[src/sv/acc_pkg.sv]
// Shared types and constants for the APDU case classifier.
// Depends on nothing; every other module of the block imports it.
`default_nettype none

package acc_pkg;

   // Byte count saturates at the top of its 17-bit range.
   localparam int COUNT_W    = 17;
   localparam int HEAD_BYTES = 7;
   localparam int TAIL_BYTES = 3;
   localparam int HEAD_IDX_W = 3;
   localparam logic [COUNT_W-1:0] COUNT_MAX = '1;

   // Depth of the queue between front and back.
   localparam int QUEUE_DEPTH = 2;

   // Case codes.
   localparam logic [5:0] CASE_NONE = 6'h00;
   localparam logic [5:0] CASE_1    = 6'h01;
   localparam logic [5:0] CASE_2S   = 6'h02;
   localparam logic [5:0] CASE_3S   = 6'h03;
   localparam logic [5:0] CASE_4S   = 6'h04;
   localparam logic [5:0] CASE_2E   = 6'h12;
   localparam logic [5:0] CASE_3E   = 6'h13;
   localparam logic [5:0] CASE_4E   = 6'h14;
   localparam logic [5:0] CASE_4E3  = 6'h24;

   localparam logic [2:0] OFFSET_NONE  = 3'd0;
   localparam logic [2:0] OFFSET_SHORT = 3'd5;
   localparam logic [2:0] OFFSET_EXT   = 3'd7;

   localparam logic [16:0] LE_SHORT_MAX = 17'h00100;
   localparam logic [16:0] LE_EXT_MAX   = 17'h10000;

   // One finished APDU as the front hands it over.
   typedef struct packed {
      logic [COUNT_W-1:0]                count;
      logic [HEAD_BYTES-1:0][7:0]        head;
      logic [TAIL_BYTES-1:0][7:0]        tail;   // tail[2] is the newest byte
   } frame_type;

   // One classified result.
   typedef struct packed {
      logic [2:0]  data_offset;
      logic [16:0] expected_length;
      logic [15:0] command_length;
      logic [7:0]  param_two;
      logic [7:0]  param_one;
      logic [7:0]  instruction_byte;
      logic [7:0]  class_byte;
      logic        is_extended;
      logic [5:0]  case_code;
   } result_type;

   localparam int RESULT_W = $bits(result_type);
   localparam int RSP_DATA_W = ((RESULT_W + 7) / 8) * 8;

endpackage

`default_nettype wire

[src/sv/acc_front.sv]
// Front part: accepts APDU bytes, keeps count, head and tail bytes.
// Depends on acc_pkg; pushes one frame into the queue per last byte.
`default_nettype none

module acc_front (
   input  wire logic             clock,
   input  wire logic             reset,
   input  wire logic             req_tvalid,
   output logic                  req_tready,
   input  wire logic [7:0]       req_tdata,
   input  wire logic             req_tlast,
   input  wire logic             queue_full,
   output logic                  push,
   output acc_pkg::frame_type    push_frame
);
   import acc_pkg::*;

   logic [COUNT_W-1:0]         count_ff, count_in;
   logic [HEAD_BYTES-1:0][7:0] head_ff, head_in;
   logic [TAIL_BYTES-1:0][7:0] tail_ff, tail_in;
   logic                       accept;

   assign req_tready = !queue_full;
   assign accept     = req_tvalid && req_tready;

   always_comb begin
      head_in = head_ff;
      if (count_ff < COUNT_W'(HEAD_BYTES)) begin
         head_in[count_ff[HEAD_IDX_W-1:0]] = req_tdata;
      end
      tail_in[0] = tail_ff[1];
      tail_in[1] = tail_ff[2];
      tail_in[2] = req_tdata;
      count_in   = (count_ff == COUNT_MAX) ? count_ff : count_ff + 1'b1;
   end

   assign push       = accept && req_tlast;
   assign push_frame = '{count: count_in, head: head_in, tail: tail_in};

   // Clear all state after the last byte so the next APDU starts fresh.
   always_ff @(posedge clock) begin
      if (reset) begin
         count_ff <= '0;
         head_ff  <= '0;
         tail_ff  <= '0;
      end else if (accept) begin
         if (req_tlast) begin
            count_ff <= '0;
            head_ff  <= '0;
            tail_ff  <= '0;
         end else begin
            count_ff <= count_in;
            head_ff  <= head_in;
            tail_ff  <= tail_in;
         end
      end
   end

endmodule

`default_nettype wire

[src/sv/acc_queue.sv]
// Short queue of finished frames between front and back.
// Depends on acc_pkg for the frame type.
`default_nettype none

module acc_queue #(
   parameter int Depth = acc_pkg::QUEUE_DEPTH
) (
   input  wire logic             clock,
   input  wire logic             reset,
   input  wire logic             push,
   input  acc_pkg::frame_type    push_frame,
   output logic                  full,
   input  wire logic             pop,
   output acc_pkg::frame_type    pop_frame,
   output logic                  not_empty
);
   import acc_pkg::*;

   localparam int PtrW = (Depth > 1) ? $clog2(Depth) : 1;
   localparam int CntW = $clog2(Depth + 1);
   localparam logic [PtrW-1:0] LastPtr = PtrW'(Depth - 1);
   localparam logic [CntW-1:0] FullCnt = CntW'(Depth);

   frame_type       mem_ff [Depth];
   logic [PtrW-1:0] wr_ptr_ff, rd_ptr_ff;
   logic [CntW-1:0] cnt_ff;
   logic            do_push, do_pop;

   assign full      = (cnt_ff == FullCnt);
   assign not_empty = (cnt_ff != '0);
   assign do_push   = push && !full;
   assign do_pop    = pop && not_empty;
   assign pop_frame = mem_ff[rd_ptr_ff];

   always_ff @(posedge clock) begin
      if (do_push) begin
         mem_ff[wr_ptr_ff] <= push_frame;
      end
   end

   always_ff @(posedge clock) begin
      if (reset) begin
         wr_ptr_ff <= '0;
         rd_ptr_ff <= '0;
         cnt_ff    <= '0;
      end else begin
         if (do_push) begin
            wr_ptr_ff <= (wr_ptr_ff == LastPtr) ? '0 : wr_ptr_ff + 1'b1;
         end
         if (do_pop) begin
            rd_ptr_ff <= (rd_ptr_ff == LastPtr) ? '0 : rd_ptr_ff + 1'b1;
         end
         if (do_push && !do_pop) begin
            cnt_ff <= cnt_ff + 1'b1;
         end else if (do_pop && !do_push) begin
            cnt_ff <= cnt_ff - 1'b1;
         end
      end
   end

endmodule

`default_nettype wire

[src/sv/acc_back.sv]
// Back part: classifies one queued frame and holds it in the output register.
// Depends on acc_pkg for frame and result types and case codes.
`default_nettype none

module acc_back (
   input  wire logic                              clock,
   input  wire logic                              reset,
   input  wire logic                              frame_valid,
   input  acc_pkg::frame_type                     frame,
   output logic                                   pop,
   output logic                                   rsp_tvalid,
   input  wire logic                              rsp_tready,
   output logic [acc_pkg::RSP_DATA_W-1:0]         rsp_tdata,
   output logic                                   rsp_tuser
);
   import acc_pkg::*;

   logic [COUNT_W-1:0] len;
   logic [7:0]         b0;
   logic [15:0]        ext_lc;
   logic [15:0]        last2;
   logic [16:0]        le_short_b0, le_short_tail, le_ext_lc, le_ext_last2;
   logic [5:0]         code;
   logic [15:0]        lc;
   logic [16:0]        le;
   result_type         res;
   logic               bad;

   result_type         res_ff;
   logic               bad_ff;
   logic               valid_ff;

   assign len    = frame.count;
   assign b0     = frame.head[4];
   assign ext_lc = {frame.head[5], frame.head[6]};
   assign last2  = {frame.tail[1], frame.tail[2]};

   // Encoded zero Le stands for the maximum.
   assign le_short_b0   = (b0 != 8'h00) ? {9'd0, b0} : LE_SHORT_MAX;
   assign le_short_tail = (frame.tail[2] != 8'h00) ? {9'd0, frame.tail[2]} : LE_SHORT_MAX;
   assign le_ext_lc     = (ext_lc != 16'h0000) ? {1'b0, ext_lc} : LE_EXT_MAX;
   assign le_ext_last2  = (last2 != 16'h0000) ? {1'b0, last2} : LE_EXT_MAX;

   always_comb begin
      code = CASE_NONE;
      lc   = '0;
      le   = '0;
      if (len == COUNT_W'(4)) begin
         code = CASE_1;
      end else if (len == COUNT_W'(5)) begin
         code = CASE_2S;
         le   = le_short_b0;
      end else if (b0 != 8'h00 && len == COUNT_W'(5) + COUNT_W'(b0)) begin
         code = CASE_3S;
         lc   = {8'd0, b0};
      end else if (b0 != 8'h00 && len == COUNT_W'(6) + COUNT_W'(b0)) begin
         code = CASE_4S;
         lc   = {8'd0, b0};
         le   = le_short_tail;
      end else if (b0 == 8'h00 && len >= COUNT_W'(7)) begin
         if (len == COUNT_W'(7)) begin
            code = CASE_2E;
            le   = le_ext_lc;
         end else if (ext_lc != 16'h0000 && len == COUNT_W'(7) + COUNT_W'(ext_lc)) begin
            code = CASE_3E;
            lc   = ext_lc;
         end else if (ext_lc != 16'h0000 && len == COUNT_W'(9) + COUNT_W'(ext_lc)) begin
            code = CASE_4E;
            lc   = ext_lc;
            le   = le_ext_last2;
         end else if (ext_lc != 16'h0000 && len == COUNT_W'(10) + COUNT_W'(ext_lc)
                      && frame.tail[0] == 8'h00) begin
            code = CASE_4E3;
            lc   = ext_lc;
            le   = le_ext_last2;
         end
      end
   end

   always_comb begin
      bad = (code == CASE_NONE);
      res = '0;
      if (!bad) begin
         res.case_code        = code;
         res.is_extended      = (code == CASE_2E) || (code == CASE_3E) ||
                                (code == CASE_4E) || (code == CASE_4E3);
         res.class_byte       = frame.head[0];
         res.instruction_byte = frame.head[1];
         res.param_one        = frame.head[2];
         res.param_two        = frame.head[3];
         res.command_length   = lc;
         res.expected_length  = le;
         if (lc == 16'h0000) begin
            res.data_offset = OFFSET_NONE;
         end else if (res.is_extended) begin
            res.data_offset = OFFSET_EXT;
         end else begin
            res.data_offset = OFFSET_SHORT;
         end
      end
   end

   // Take a new frame whenever the output register is empty or being drained.
   assign pop = frame_valid && (!valid_ff || rsp_tready);

   always_ff @(posedge clock) begin
      if (reset) begin
         valid_ff <= 1'b0;
      end else if (pop) begin
         valid_ff <= 1'b1;
      end else if (rsp_tready) begin
         valid_ff <= 1'b0;
      end
   end

   always_ff @(posedge clock) begin
      if (pop) begin
         res_ff <= res;
         bad_ff <= bad;
      end
   end

   assign rsp_tvalid = valid_ff;
   assign rsp_tdata  = RSP_DATA_W'(res_ff);
   assign rsp_tuser  = bad_ff;

endmodule

`default_nettype wire

[src/sv/apdu_case_classifier_top.sv]
// Top level of the command APDU case classifier.
// Depends on acc_pkg, acc_front, acc_queue and acc_back.
`default_nettype none

// Channel  | Dir | Ports                               | Item
// ---------+-----+-------------------------------------+--------------------------------
// req      | in  | req_tvalid/tready/tdata[7:0]/tlast  | one APDU byte, tlast on the last
// rsp      | out | rsp_tvalid/tready/tdata[79:0]/tuser | one classified APDU per tlast byte
//
// The front takes one byte per cycle while req_tready is high; each APDU's
// frame enters the queue on its last byte and is classified into the output
// register when popped. The queue between front and back holds QueueDepth
// frames; only its filling, by a stalled rsp side, drops req_tready.
// Reset is synchronous and active high; it empties the queue, the output
// register and the byte counter.

module apdu_case_classifier_top #(
   parameter int QueueDepth = acc_pkg::QUEUE_DEPTH
) (
   input  wire logic                          clock,
   input  wire logic                          reset,
   // req_tdata: [7:0] data_byte; req_tlast: last_byte
   input  wire logic                          req_tvalid,
   output logic                               req_tready,
   input  wire logic [7:0]                    req_tdata,
   input  wire logic                          req_tlast,
   // rsp_tdata: [5:0] case_code, [6] is_extended, [14:7] class_byte,
   // [22:15] instruction_byte, [30:23] param_one, [38:31] param_two,
   // [54:39] command_length, [71:55] expected_length, [74:72] data_offset,
   // [79:75] zero
   // rsp_tuser: bad_format
   output logic                               rsp_tvalid,
   input  wire logic                          rsp_tready,
   output logic [acc_pkg::RSP_DATA_W-1:0]     rsp_tdata,
   output logic                               rsp_tuser
);
   import acc_pkg::*;

   logic      push;
   frame_type push_frame;
   logic      queue_full;
   logic      pop;
   frame_type pop_frame;
   logic      queue_not_empty;

   // Gather the bytes of each APDU; hand over the frame on its last byte.
   acc_front u_front (
      .clock      (clock),
      .reset      (reset),
      .req_tvalid (req_tvalid),
      .req_tready (req_tready),
      .req_tdata  (req_tdata),
      .req_tlast  (req_tlast),
      .queue_full (queue_full),
      .push       (push),
      .push_frame (push_frame)
   );

   // Decouple byte intake from result delivery.
   acc_queue #(
      .Depth (QueueDepth)
   ) u_queue (
      .clock      (clock),
      .reset      (reset),
      .push       (push),
      .push_frame (push_frame),
      .full       (queue_full),
      .pop        (pop),
      .pop_frame  (pop_frame),
      .not_empty  (queue_not_empty)
   );

   // Classify and hold the result until the rsp side takes it.
   acc_back u_back (
      .clock       (clock),
      .reset       (reset),
      .frame_valid (queue_not_empty),
      .frame       (pop_frame),
      .pop         (pop),
      .rsp_tvalid  (rsp_tvalid),
      .rsp_tready  (rsp_tready),
      .rsp_tdata   (rsp_tdata),
      .rsp_tuser   (rsp_tuser)
   );

endmodule

`default_nettype wire
[config.mk]
export PLATFORM = sky130hd
export DESIGN_NAME = apdu_case_classifier_top
export DESIGN_NICKNAME = d
export VERILOG_FILES = /design/src/sv/acc_pkg.sv /design/src/sv/acc_front.sv /design/src/sv/acc_queue.sv /design/src/sv/acc_back.sv /design/src/sv/apdu_case_classifier_top.sv
export SDC_FILE = /design/constraint.sdc
export NUM_CORES = 1
export LEC_CHECK = 0
export ABC_AREA = 0
export CAP_MARGIN = 20
export CELL_PAD_IN_SITES_DETAIL_PLACEMENT = 1
export CELL_PAD_IN_SITES_GLOBAL_PLACEMENT = 1
export CORE_MARGIN = 10
export CORE_UTILIZATION = 57
export CTS_CLUSTER_SIZE = 12
export DETAILED_ROUTE_END_ITERATION = 10
export DONT_BUFFER_PORTS = 1
export PLACE_DENSITY_LB_ADDON = 0.3
export SLEW_MARGIN = 20
export SYNTH_ARGS = -nofsm -noshare
export SYNTH_HDL_FRONTEND = slang
export SYNTH_HIERARCHICAL = 1
export SYNTH_SLANG_ARGS = --single-unit
[constraint.sdc]
create_clock -name clock -period 16 [get_ports clock]
set_clock_uncertainty 0.1 [all_clocks]
set_input_delay 4 -clock clock [delete_from_list [all_inputs] [get_ports clock]]
set_output_delay 4 -clock clock [all_outputs]
set_load 0.005 [all_outputs]
---- Yosys cells after proc, flatten, opt, wreduce, memory -nomap -nowiden ----
Memories as Yosys holds them, arrays and structs flattened. A register that Yosys moved wholly into a read port is not among the register bits.
Index checks and enable logic that the tools add are counted.
word-level totals
  memories ................................ 1
  memory bits (writable) .................. 194
  output and inout bits ................... 83
  bits in registers ....................... 170
  input bits .............................. 13
memory list
  name            depth  width  read ports  clocked after Yosys merged registers in  wr ports  RTL line         text
  u_queue.mem_ff  2      97     1           1                                        1         acc_queue.sv:24  frame_type mem_ff [Depth];
operators by class
  mux-type cells .......................... 49
  order comparisons ....................... 4
  reduce and logical (&&, ||, !) cells .... 36
  $add $sub $neg .......................... 10
  equal/unequal tests ..................... 14
operators by type and width
  kind                     count
  $mux W17                 12
  $mux W16                 9
  $mux W56                 2
  $eq A17 B17 Y1           5
  $bwmux W56               1
  $mux W6                  9
  $eq A17 B3 Y1 const B    3
  $add A4 B16 Y17 const A  2
  $reduce_bool A16 Y1      2
  $demux W8 S3             1
  $mux W24                 1
  $add A3 B8 Y9 const A    2
  $eq A6 B5 Y1 const B     3
  $mux W9                  2
  $add A17 B1 Y17 const B  1
  $add A3 B16 Y17 const A  1
  $eq A17 B17 Y1 const B   1
  $ge A17 B3 Y1 const B    1
  $lt A17 B3 Y1 const B    1
  $logic_not A16 Y1        1
  $logic_not A8 Y1         2
  $reduce_bool A8 Y1       2
  $logic_and A1 B1 Y1      15
  $mux W1                  8
  other kinds (14)         26

---- Longest topological paths before layout ----
Gate-level depths: netlist (run 1).
  depth after elaboration ................. 18
  gate-level depth with buffers ........... 18
  mapped depth without buffers ............ 12

---- Hierarchy ----
Netlist (run 1), hierarchy kept.
by module, submodules not included
  module     times used  area an instance (µm²)  cells an instance  seq. area each (µm²)
  acc_queue  1           7337.0                  327                5925.7
  acc_front  1           5365.1                  609                1781.7
  acc_back   1           5238.8                  511                2242.2

---- Least setup slack after synthesis (run 1) ----
No wires, ideal clock.
  kind .................................... input-to-reg
  start point ............................. in rsp_tready
  end point ............................... reg u_queue.cnt_ff[1]
  setup time .............................. 0.070 ns
  arrival time ............................ 11.644 ns
  slack ................................... 4.187 ns
  data required time ...................... 15.830 ns
  buffers on the path ..................... 0
  stages .................................. 6
  cells stage by stage .................... inv_1 > a21boi_0 > o21ai_0 > ha_1 > or3_1 > a21oi_1
between the ends
  cells in the longest elaborated chain, start to end .. 6
  elaborated cells between the ends (all ways) .. 8
  those cells by class .................... mux: 1; reduce/logical: 7
ends and longest elaborated chain
  element                                               RTL line                        text
  from (decl)                                           apdu_case_classifier_top.sv:33  input wire logic rsp_tready,
  $logic_or A1 B1 Y1 (*)                                acc_back.sv:104                 assign pop = frame_valid && (!valid_ff || rsp_tready);
  $logic_and A1 B1 Y1 (*)                               acc_back.sv:104
  net pop                                               apdu_case_classifier_top.sv:42  logic pop;
  $logic_and A1 B1 Y1 (*)                               acc_queue.sv:32                 assign do_pop = pop && not_empty;
  $logic_not A1 Y1                                      acc_queue.sv:53                 if (do_push && !do_pop) begin
  $logic_and A1 B1 Y1                                   acc_queue.sv:53
  $mux W2 / $reduce_bool A2 Y1 (equally long branches)  --
  to (signal assigned)                                  acc_queue.sv:54                 cnt_ff <= cnt_ff + 1'b1;
  to (signal assigned)                                  acc_queue.sv:56                 cnt_ff <= cnt_ff - 1'b1;
  to (decl)                                             acc_queue.sv:26                 logic [CntW-1:0] cnt_ff;
The timed path passes the listed nets; every way through them passes the cells marked *.
A chain may end at the register's enable or synchronous reset.

---- Worst setup path in the final report (run 1) ----
  start point ............................. in req_tvalid
  end point ............................... mem u_queue/mem_ff[0][15] (netlist name), enable pin
between the ends
  cells in the longest elaborated chain, start to end .. 5
ends and longest elaborated chain
  element                        RTL line                        text
  from (decl)                    apdu_case_classifier_top.sv:23  input wire logic req_tvalid,
  $logic_and A1 B1 Y1            acc_front.sv:24                 assign accept = req_tvalid && req_tready;
  $logic_and A1 B1 Y1            acc_front.sv:37                 assign push = accept && req_tlast;
  net push                       apdu_case_classifier_top.sv:39  logic push;
  $logic_and A1 B1 Y1            acc_queue.sv:31                 assign do_push = push && !full;
  $mux W1                        acc_queue.sv:36                 if (do_push) begin
  $mux W1 (implied by the code)  acc_queue.sv:37                 mem_ff[wr_ptr_ff] <= push_frame;
  to (decl)                      acc_queue.sv:24
The timed path passes the listed nets, and every way through them passes these cells.

==> flow_metrics.py, run 1 <==
metrics = {
    "placement": {
        "placed_cell_area_sq_um": 17800,
        "portBuffers": 0,
        "dpl_worst_slack_ps": 8890,
        "hpwl_microns": 31000,
        "gp_routability_congestion": 0.869,
    },
    "clock_network": {
        "htreeDepth": 2,
        "cts_setup_buffers": 0,
        "cts_max_path_buffers": 3,
        "path_clk_slew_ps": 50,
        "clock-sinks": 363,
        "ctsRootBufferMaster": "clkbuf_16",
        "hold_buffers": 0,
        "tritoncts": "yes",
        "post_cts_resized": 0,
        "insertion_delay_ps": 540,
        "cts-buffers-inserted": 39,
    },
    "critical_path": {
        "crit_chain": "nor2b_1, and2_1, inv_1, or3_1, clkinv_2, buf_4",
        "path_delay_family": "buffers and inverters",
        "cp_slowest_cell": "buf_4",
        "arrival_ps": 6640,
        "end_kind": "flip-flop",
        "timing_worst_setup_path_type": "in -> reg",
        "cpPeakStageDelay_ps": 850,
        "required_ps": 16030,
        "rrSetupSlack_ps": 10530,
        "cp-start-kind": "primary input",
        "crit_fanout": 68,
        "cp_num_buf_inv": 3,
    },
    "synth": {
        "dominantRegCellSynth": "edfxtp_1",
        "synth-seq-area-share_pct": 55.5,
        "syn_inst": 1447,
        "ys_seq_elements": 363,
        "async_flop_share_pct": 0,
        "yosys-top-cells-area": "edfxtp_1 (45%), dfxtp_1 (11%), mux2_2 (6.0%)",
        "syn_avg_cell_area_sq_um": 12.4,
        "synth_top_area_share_pct": 44.9,
        "synthDistinctLibCells": 101,
        "synth_edf_count": 268,
        "ys_warn_count": 6,
        "syn_area_sq_um": 17900,
        "synth.largest_area_cell": "edfxtp_1",
    },
    "sta": {
        "rsz0062_at_grt": "no",
        "period_share_pct": 41.3,
        "finalSetupTns_ps": 0,
        "min_period_ps": 6610,
        "whs_ps": 364,
        "hold_viol_final": 0,
        "worst_pin_slew_ps": 1030,
        "layout_setup_ws_ps": 9390,
        "setup_viol": 0,
        "fmax_mhz": 151,
        "slew_viol_final": 0,
        "relSlewSlack_pct": 31.1,
    },
    "cells_and_area": {
        "fin_area_sq_um": 18900,
        "multiInputGateArea_sq_um": 7120,
        "drive_above_1_share_pct": 19.2,
        "seq_area_sq_um": 9950,
        "fin_nets": 1399,
        "diodes": 0,
        "fillers": 2960,
        "area_delta_synth_final_pct": 5.52,
    },
    "global_route": {
        "grtUsageTotal_pct": 24.1,
        "grt_pass1_vias": 12100,
        "antenna_found_initial": 0,
        "grt_max_degree": 80,
        "overflow": 0,
        "grt_pass1_wl_microns": 73300,
    },
    "route": {
        "dr.pass1.iters": 7,
        "vias": 11700,
        "routed_wl_microns": 47700,
        "route.detailed.drc": 0,
        "ant_nets": 0,
        "wl_per_cell_microns": 26.5,
        "via_per_inst": 6.52,
        "drtIter0Drc": 897,
    },
    "die": {
        "dieWidth_microns": 197,
        "core-area_sq_um": 30800,
        "die_area_sq_um": 39000,
        "pin_count": 96,
        "die_h_microns": 197,
        "start_util_pct": 58.2,
        "rows": 64,
    },
    "worst_hold_path": {
        "hold_class": "reg -> reg",
    },
    "power_and_ir_drop": {
        "p_leak_uw": 0.00642,
        "power_uw": 2900,
        "power.density_nw_per_um2": 153,
        "peakVddDrop_mv": 0.296,
    },
    "job": {
        "max-cap-violations": 0,
    },
    "outcome": {
        "run_status": "completed",
    },
}
kinds of logic (layout without fill, tap and decap cells):
logic type	count (synthesis)	after routing	share of synthesized area, %
compound gates	252	252	10.5
xor+xnor	75	75	3.83
fa+ha+maj	12	12	0.837
buf+inv	159	110	5.10
flops	363	363	55.5
mux	155	155	10.8
other cells	1	6	0.0209
simple gates	430	430	13.5
worst paths after layout:
check                                                        start                            endpoint  depth (start not counted)
worst min-delay path            u_front/push_frame[6]$_SDFFE_PP0P_      u_queue/mem_ff[1][6]$_DFFE_PP_                          0
worst max register to register                           flip-flop  u_back/rsp_tdata[13]$_SDFFCE_PP0P_                         11
worst max-delay path                                    req_tvalid     u_queue/mem_ff[0][15]$_DFFE_PP_                          6
worst min register to register  u_front/push_frame[6]$_SDFFE_PP0P_      u_queue/mem_ff[1][6]$_DFFE_PP_                          0
sequential cells by signal, summed over array words and instances, names as in the netlist, named ones only:
register            count
u_back/rsp_tuser        1
u_back/rsp_tvalid       1
u_back/rsp_tdata       73
u_queue/rd_ptr_ff       1
u_front/count_ff       17
u_queue/wr_ptr_ff       1
u_queue/mem_ff        194
u_front/head_ff        56
u_queue/cnt_ff          2
u_front/push_frame     16
layout make-up:
type                            count  share of cell area (%)
Inverter                           32                   0.641
Multi-Input combinational cell    930                    37.6
Timing Repair Buffer                8                   0.317
Sequential cell                   363                    52.6
Clock inverter                      8                   0.337
Clock buffer                       62                    5.88
Tap cell                          396                    2.62
per-layer routing:
metal / vias to the layer above / track usage (%) / share of wire [%]
li1: 5256 / - / -
met1: 6006 / 31.2 / 42
met2: 381 / 40.7 / 50
met4: 0 / 7.78 / 2.7
met5: - / 0 / 0
met3: 82 / 3.68 / 5.4
Yosys cell counts (all sizes together) (4+ instances only):
library cell  count
and3             14
or3              10
xnor2            46
nor2b             4
nand3            21
buf              85
dfxtp            95
clkbuf           42
ha               12
and2             50
nor3             19
a31o              6
nand3b           12
mux2            154
and4              7
a41oi             5
nand2           154
o21ai            24
or4               7
a221o            33
nor2             49
a21oi            87
a31oi            14
o2111ai           4
nand2b            7
o221ai           24
a22o              8
inv              32
edfxtp          268
xor2             29
nor4b             4
nand4            22
or2               5
o211ai            4
nor4             36
a21o              6
a222oi            8
where the power goes:
group / switching (uW) / internal, uW / total [uW]
Clock: 363 / 480 / 843
Combinational: 493 / 268 / 761
Sequential: 91.8 / 1200 / 1290
Total: 948 / 1950 / 2900
cells in the final DEF, fill, tap and decap left out, drive strengths merged, types with 10 or more instances in the layout:
cell type | synthesis | routed
nand2 | 154 | 154
o221ai | 24 | 24
o21ai | 24 | 24
nor3 | 19 | 19
nand4 | 22 | 22
nor4 | 36 | 36
ha | 12 | 12
a221o | 33 | 33
and2 | 50 | 50
and3 | 14 | 14
a31oi | 14 | 14
nand3 | 21 | 21
inv | 32 | 34
mux2 | 154 | 154
edfxtp | 268 | 268
clkbuf | 42 | 62
nor2 | 49 | 49
dfxtp | 95 | 95
xor2 | 29 | 29
a21oi | 87 | 87
or3 | 10 | 10
xnor2 | 46 | 46
nand3b | 12 | 12
metrics by stage:
step / instances / util, %
6_report: 1799 / 61.4
3_3_place_gp: 1729 / 57.6
4_1_cts: 1799 / 61.4
2_1_floorplan: 1452 / -
3_5_place_dp: 1729 / 57.6
5_1_grt: 1799 / 61.4
Note: power is estimated with default switching activity, not from simulation.
==> run 2: changes to the inputs <==
--- a/config.mk
+++ b/config.mk
@@ -10,7 +10,7 @@
 export CELL_PAD_IN_SITES_DETAIL_PLACEMENT = 1
 export CELL_PAD_IN_SITES_GLOBAL_PLACEMENT = 1
 export CORE_MARGIN = 10
-export CORE_UTILIZATION = 57
+export CORE_UTILIZATION = 48
 export CTS_CLUSTER_SIZE = 12
 export DETAILED_ROUTE_END_ITERATION = 10
 export DONT_BUFFER_PORTS = 1
==> constraint.sdc (replaced) <==
create_clock -name clock -period 5.4 [get_ports clock]
set_clock_uncertainty 0.1 [all_clocks]
set_input_delay 1.35 -clock clock [delete_from_list [all_inputs] [get_ports clock]]
set_output_delay 1.35 -clock clock [all_outputs]
set_load 0.005 [all_outputs]
==> run 2 against run 1 <==
  * Sequential share of layout area down 0.63 points
  * Global-route usage down 3.8 points
  * Register-to-register slack worse by 9700 ps
  * Wire length down 1.2%
  * Combinational power rose to 3.0 times the previous value
  * Cell count up 4.7%
  * Sequential power rose to 2.9 times the previous value
  * Worst hold slack worse by 6.6 ps
  * Power rose to 3.0 times the previous value
  * Non-clock buffer count up 11
  * Largest power group unchanged
==> flow_metrics.py, run 2 (synthesis gave the netlist of run 1 again) <==
metrics = {
    "route": {
        "ant_nets": 0,
        "route.detailed.drc": 0,
        "dr.pass1.iters": 5,
        "via_per_inst": 6.13,
        "routed_wl_microns": 47100,
        "vias": 11500,
        "drtIter0Drc": 934,
        "wl_per_cell_microns": 25.0,
    },
    "clock_network": {
        "clock-sinks": 363,
        "insertion_delay_ps": 540,
        "htreeDepth": 2,
        "cts_max_path_buffers": 3,
        "hold_buffers": 0,
        "ctsRootBufferMaster": "clkbuf_16",
        "path_clk_slew_ps": 60,
        "cts-buffers-inserted": 40,
        "post_cts_resized": 0,
        "cts_setup_buffers": 0,
        "tritoncts": "yes",
    },
    "cells_and_area": {
        "largest_register_ffs": 194,
        "largest_register": "u_queue/mem_ff",
        "final_cell_mix": "edfxtp_1 (268), nand2_1 (150), mux2_2 (96), dfxtp_1 (94), a21oi_1 (83)",
        "diodes": 0,
        "fin_nets": 1411,
        "area_delta_synth_final_pct": 6.79,
        "layout_commonest_cell": "edfxtp_1",
        "drive_above_1_share_pct": 19.9,
    },
    "worst_hold_path": {
        "hp-start": "u_front/push_frame[5]$_SDFFE_PP0P_",
        "min_path_cells": 0,
        "hold_class": "reg -> reg",
    },
    "die": {
        "die_area_sq_um": 45500,
        "core-area_sq_um": 36800,
        "dieWidth_microns": 213,
        "pin_count": 96,
        "rows": 70,
        "start_util_pct": 48.8,
        "die_h_microns": 213,
    },
    "sta": {
        "slew_viol_final": 0,
        "finalSetupTns_ps": 0,
        "period_share_pct": 85.0,
        "worst_pin_slew_ps": 1070,
        "hold_viol_final": 0,
        "rsz0062_at_grt": "no",
        "relSlewSlack_pct": 28.6,
        "min_period_ps": 4590,
        "layout_setup_ws_ps": 808,
        "fmax_mhz": 218,
        "setup_viol": 0,
    },
    "critical_path": {
        "rrSetupSlack_ps": 810,
        "arrival_ps": 4770,
        "end_kind": "flip-flop",
        "crit_fanout": 34,
        "ff2ff_path_depth": 11,
        "cp-start-kind": "flip-flop",
        "timing_worst_setup_path_type": "reg -> reg",
        "required_ps": 5580,
    },
    "power_and_ir_drop": {
        "peakVddDrop_mv": 0.271,
        "power.density_nw_per_um2": 450,
        "p_leak_uw": 0.00650,
    },
    "outcome": {
        "run_status": "completed",
    },
    "global_route": {
        "grt_pass1_wl_microns": 72000,
        "overflow": 0,
        "antenna_found_initial": 0,
        "grt_max_degree": 75,
        "grt_pass1_vias": 11900,
        "grtUsageTotal_pct": 20.4,
    },
    "placement": {
        "portBuffers": 0,
        "hpwl_microns": 31600,
        "dpl_worst_slack_ps": 851,
        "gp_routability_congestion": 0.921,
    },
    "job": {
        "max-cap-violations": 0,
    },
}
[run 2: critical path: stages (launching register included)]
cell,delay (ps)
dfxtp_4,660
buf_4,400
mux2_4,410
nor4_1,490
nand4_1,270
nand3_1,240
nand3b_1,140
nor4_1,100
a21oi_4,260
a21o_1,430
nand3_4,430
and2_1,350
[run 2: report_power, final]
| group | internal (uW) | total (uW) | switching (uW) |
|---|---|---|---|
| sequential | 3560 | 3800 | 241 |
| combinational | 817 | 2320 | 1500 |
| clock | 1440 | 2510 | 1070 |
| total | 5810 | 8620 | 2810 |
[run 2: routing by layer]
layer	GRT usage, %	routed length [microns]	vias up
li1	-	-	5278
met2	34.9	23800	233
met4	5.45	847	0
met1	26.5	20800	5965
met3	2.86	1620	60
met5	0	0	-
[run 2: worst paths after layout]
path / end
min reg2reg: u_queue/mem_ff[1][5]$_DFFE_PP_
min: u_queue/mem_ff[1][5]$_DFFE_PP_
max: u_back/rsp_tdata[25]$_SDFFCE_PP0P_
max reg2reg: u_back/rsp_tdata[25]$_SDFFCE_PP0P_
[run 2: final cells by class]
type / count / area (sq um)
repair buffers: 19 / 168
flip-flops and latches: 363 / 9950
inverters: 32 / 121
well taps: 468 / 586
multi-input cells: 930 / 7120
clock buffers: 58 / 1120
fillers: 3737 / 17600
clock inverters: 13 / 88.8
[run 2: stage by stage]
step                hold WS (ps)  util (%)  std cells  cell area (sq um)  total power, uW
floorplan                    325         -       1452              18000             5550
global placement             331      48.8       1812              18000             6130
detailed placement           347      48.8       1812              18000             6160
CTS                          362      52.1       1883              19200             8690
global route                 385      52.1       1883              19200             9020
finish                       357      52.1       1883              19200             8620
==> run 3: changes to the inputs <==
--- a/config.mk
+++ b/config.mk
@@ -7,10 +7,8 @@
 export LEC_CHECK = 0
 export ABC_AREA = 0
 export CAP_MARGIN = 20
-export CELL_PAD_IN_SITES_DETAIL_PLACEMENT = 1
-export CELL_PAD_IN_SITES_GLOBAL_PLACEMENT = 1
 export CORE_MARGIN = 10
-export CORE_UTILIZATION = 48
+export CORE_UTILIZATION = 58
 export CTS_CLUSTER_SIZE = 12
 export DETAILED_ROUTE_END_ITERATION = 10
 export DONT_BUFFER_PORTS = 1
==> run 3 against run 2 <==
  * Clock power about the same
  * First-iteration DRC count increased by 34%
  * Wire length decreased by 9.9%
  * Critical path depth decreased by 1
  * Critical endpoint is now u_back/rsp_tdata[20]$_SDFFCE_PP0P_
  * Non-clock buffer count decreased by 5
  * Design area decreased by 0.55%
  * Via count decreased by 0.70%
  * Worst hold slack got worse by 1.2 ps
  * Setup slack got worse by 110 ps
  * Largest cell class unchanged
  * Die area decreased by 16%
  * Sequential power about the same
==> flow_metrics.py, run 3 (synthesis gave the netlist of run 1 again) <==
metrics = {
    "outcome": {
        "run_status": "completed",
    },
    "clock_network": {
        "post_cts_resized": 0,
        "insertion_delay_ps": 540,
        "hold_buffers": 0,
        "htreeDepth": 2,
        "tritoncts": "yes",
        "clock-sinks": 363,
        "path_clk_slew_ps": 60,
        "cts_setup_buffers": 0,
        "cts-buffers-inserted": 39,
        "cts_max_path_buffers": 3,
        "ctsRootBufferMaster": "clkbuf_16",
    },
    "die": {
        "core-area_sq_um": 30600,
        "rows": 64,
        "dieWidth_microns": 196,
        "die_area_sq_um": 38400,
        "pin_count": 96,
        "die_h_microns": 196,
        "start_util_pct": 58.7,
    },
    "route": {
        "dr.pass1.iters": 8,
        "via_per_inst": 6.34,
        "route.detailed.drc": 0,
        "wl_per_cell_microns": 23.5,
        "vias": 11500,
        "routed_wl_microns": 42400,
        "ant_nets": 0,
        "drtIter0Drc": 1252,
    },
    "worst_hold_path": {
        "hold_class": "reg -> reg",
        "min_path_cells": 0,
        "hp-start": "u_front/push_frame[2]$_SDFFE_PP0P_",
        "holdPathEnd": "u_queue/mem_ff[1][2]$_DFFE_PP_",
    },
    "sta": {
        "layout_setup_ws_ps": 695,
        "rsz0062_at_grt": "no",
        "period_share_pct": 87.1,
        "worst_pin_slew_ps": 1160,
        "hold_viol_final": 0,
        "min_period_ps": 4700,
        "finalSetupTns_ps": 0,
        "relSlewSlack_pct": 22.6,
        "slew_viol_final": 0,
        "fmax_mhz": 213,
        "setup_viol": 0,
    },
    "placement": {
        "gp_routability_congestion": 0.947,
        "dpl_worst_slack_ps": 814,
        "portBuffers": 0,
        "hpwl_microns": 27600,
    },
    "critical_path": {
        "timing_worst_setup_path_type": "reg -> reg",
        "cpPeakStageDelay_ps": 800,
        "r2r-end": "u_back/rsp_tdata[20]$_SDFFCE_PP0P_",
        "cp-start-kind": "flip-flop",
        "crit_top_cell": "nor4_1",
        "arrival_ps": 4890,
        "end_kind": "flip-flop",
        "ff2ff_path_depth": 10,
        "required_ps": 5590,
        "crit_chain": "mux2_4, nor4_1, nand4_1, nand3_1, nand3b_1, nor4_1, a21oi_4, a21o_1, nand3_4, and2_1",
        "cp_slowest_cell": "dfxtp_4",
        "rrSetupSlack_ps": 700,
        "crit_fanout": 49,
    },
    "cells_and_area": {
        "fin_nets": 1405,
        "largest_register": "u_queue/mem_ff",
        "seq_area_sq_um": 9950,
        "diodes": 0,
        "multiInputGateArea_sq_um": 7120,
        "drive_above_1_share_pct": 19.6,
        "fillers": 2331,
        "layout_commonest_cell": "edfxtp_1",
        "largest_register_ffs": 194,
        "area_delta_synth_final_pct": 6.20,
        "final_cell_mix": "edfxtp_1 (268), nand2_1 (150), mux2_2 (96), dfxtp_1 (94), a21oi_1 (83)",
    },
    "power_and_ir_drop": {
        "power.density_nw_per_um2": 451,
        "power_uw": 8600,
        "peakVddDrop_mv": 0.770,
        "p_leak_uw": 0.00647,
    },
    "global_route": {
        "overflow": 0,
        "grtUsageTotal_pct": 21.3,
        "grt_pass1_wl_microns": 65600,
        "antenna_found_initial": 0,
        "grt_pass1_vias": 11200,
        "grt_max_degree": 98,
    },
    "job": {
        "max-cap-violations": 0,
    },
}
run 3: worst max-delay path by stage:
stage,cells after the start,from,to
6_report,10,flip-flop,u_back/rsp_tdata[20]$_SDFFCE_PP0P_
5_1_grt,10,flip-flop,u_back/rsp_tdata[66]$_SDFFCE_PP0P_
4_1_cts,10,flip-flop,u_back/rsp_tdata[33]$_SDFFCE_PP0P_
3_5_place_dp,10,flip-flop,u_back/rsp_tdata[19]$_SDFFCE_PP0P_
3_3_place_gp,10,flip-flop,u_back/rsp_tdata[20]$_SDFFCE_PP0P_
2_1_floorplan,6,rsp_tready,u_queue/cnt_ff[1]$_SDFFE_PP0P_
run 3: per-layer routing:
layer / GRT usage [%] / wire length [microns]
met5: 0 / 0
met4: 7.86 / 1380
met3: 3.75 / 2870
met2: 34.0 / 20200
met1: 28.5 / 18000
run 3: layout make-up:
type | instances | share of cell area (%)
clock buffer | 61 | 5.88
clock inverter | 11 | 0.506
inverter | 32 | 0.637
multi-input combinational | 930 | 37.4
sequential | 363 | 52.2
tap | 396 | 2.60
timing repair buffer | 14 | 0.749
run 3: critical path: cells and delay by family, from the launching register on:
| kind | cells | cell delay [ps] |
|---|---|---|
| and+or+nand+nor | 7 | 2320 |
| DFF | 1 | 800 |
| AOI/OAI and AO/OA | 2 | 710 |
| muxes | 1 | 430 |
run 3: report_power, final:
part           internal (uW)  switching (uW)
combinational            813            1450
clock                   1440            1080
sequential              3560             258
run 3: through the flow:
step	instances	util, %	cell area (sq um)	hold slack (ps)
after global routing	1807	62.3	19100	362
final	1807	62.3	19100	356
after floorplan	1452	-	18000	325
after CTS	1807	62.3	19100	357
after global placement	1735	58.3	17800	341
after detailed placement	1735	58.3	17800	345
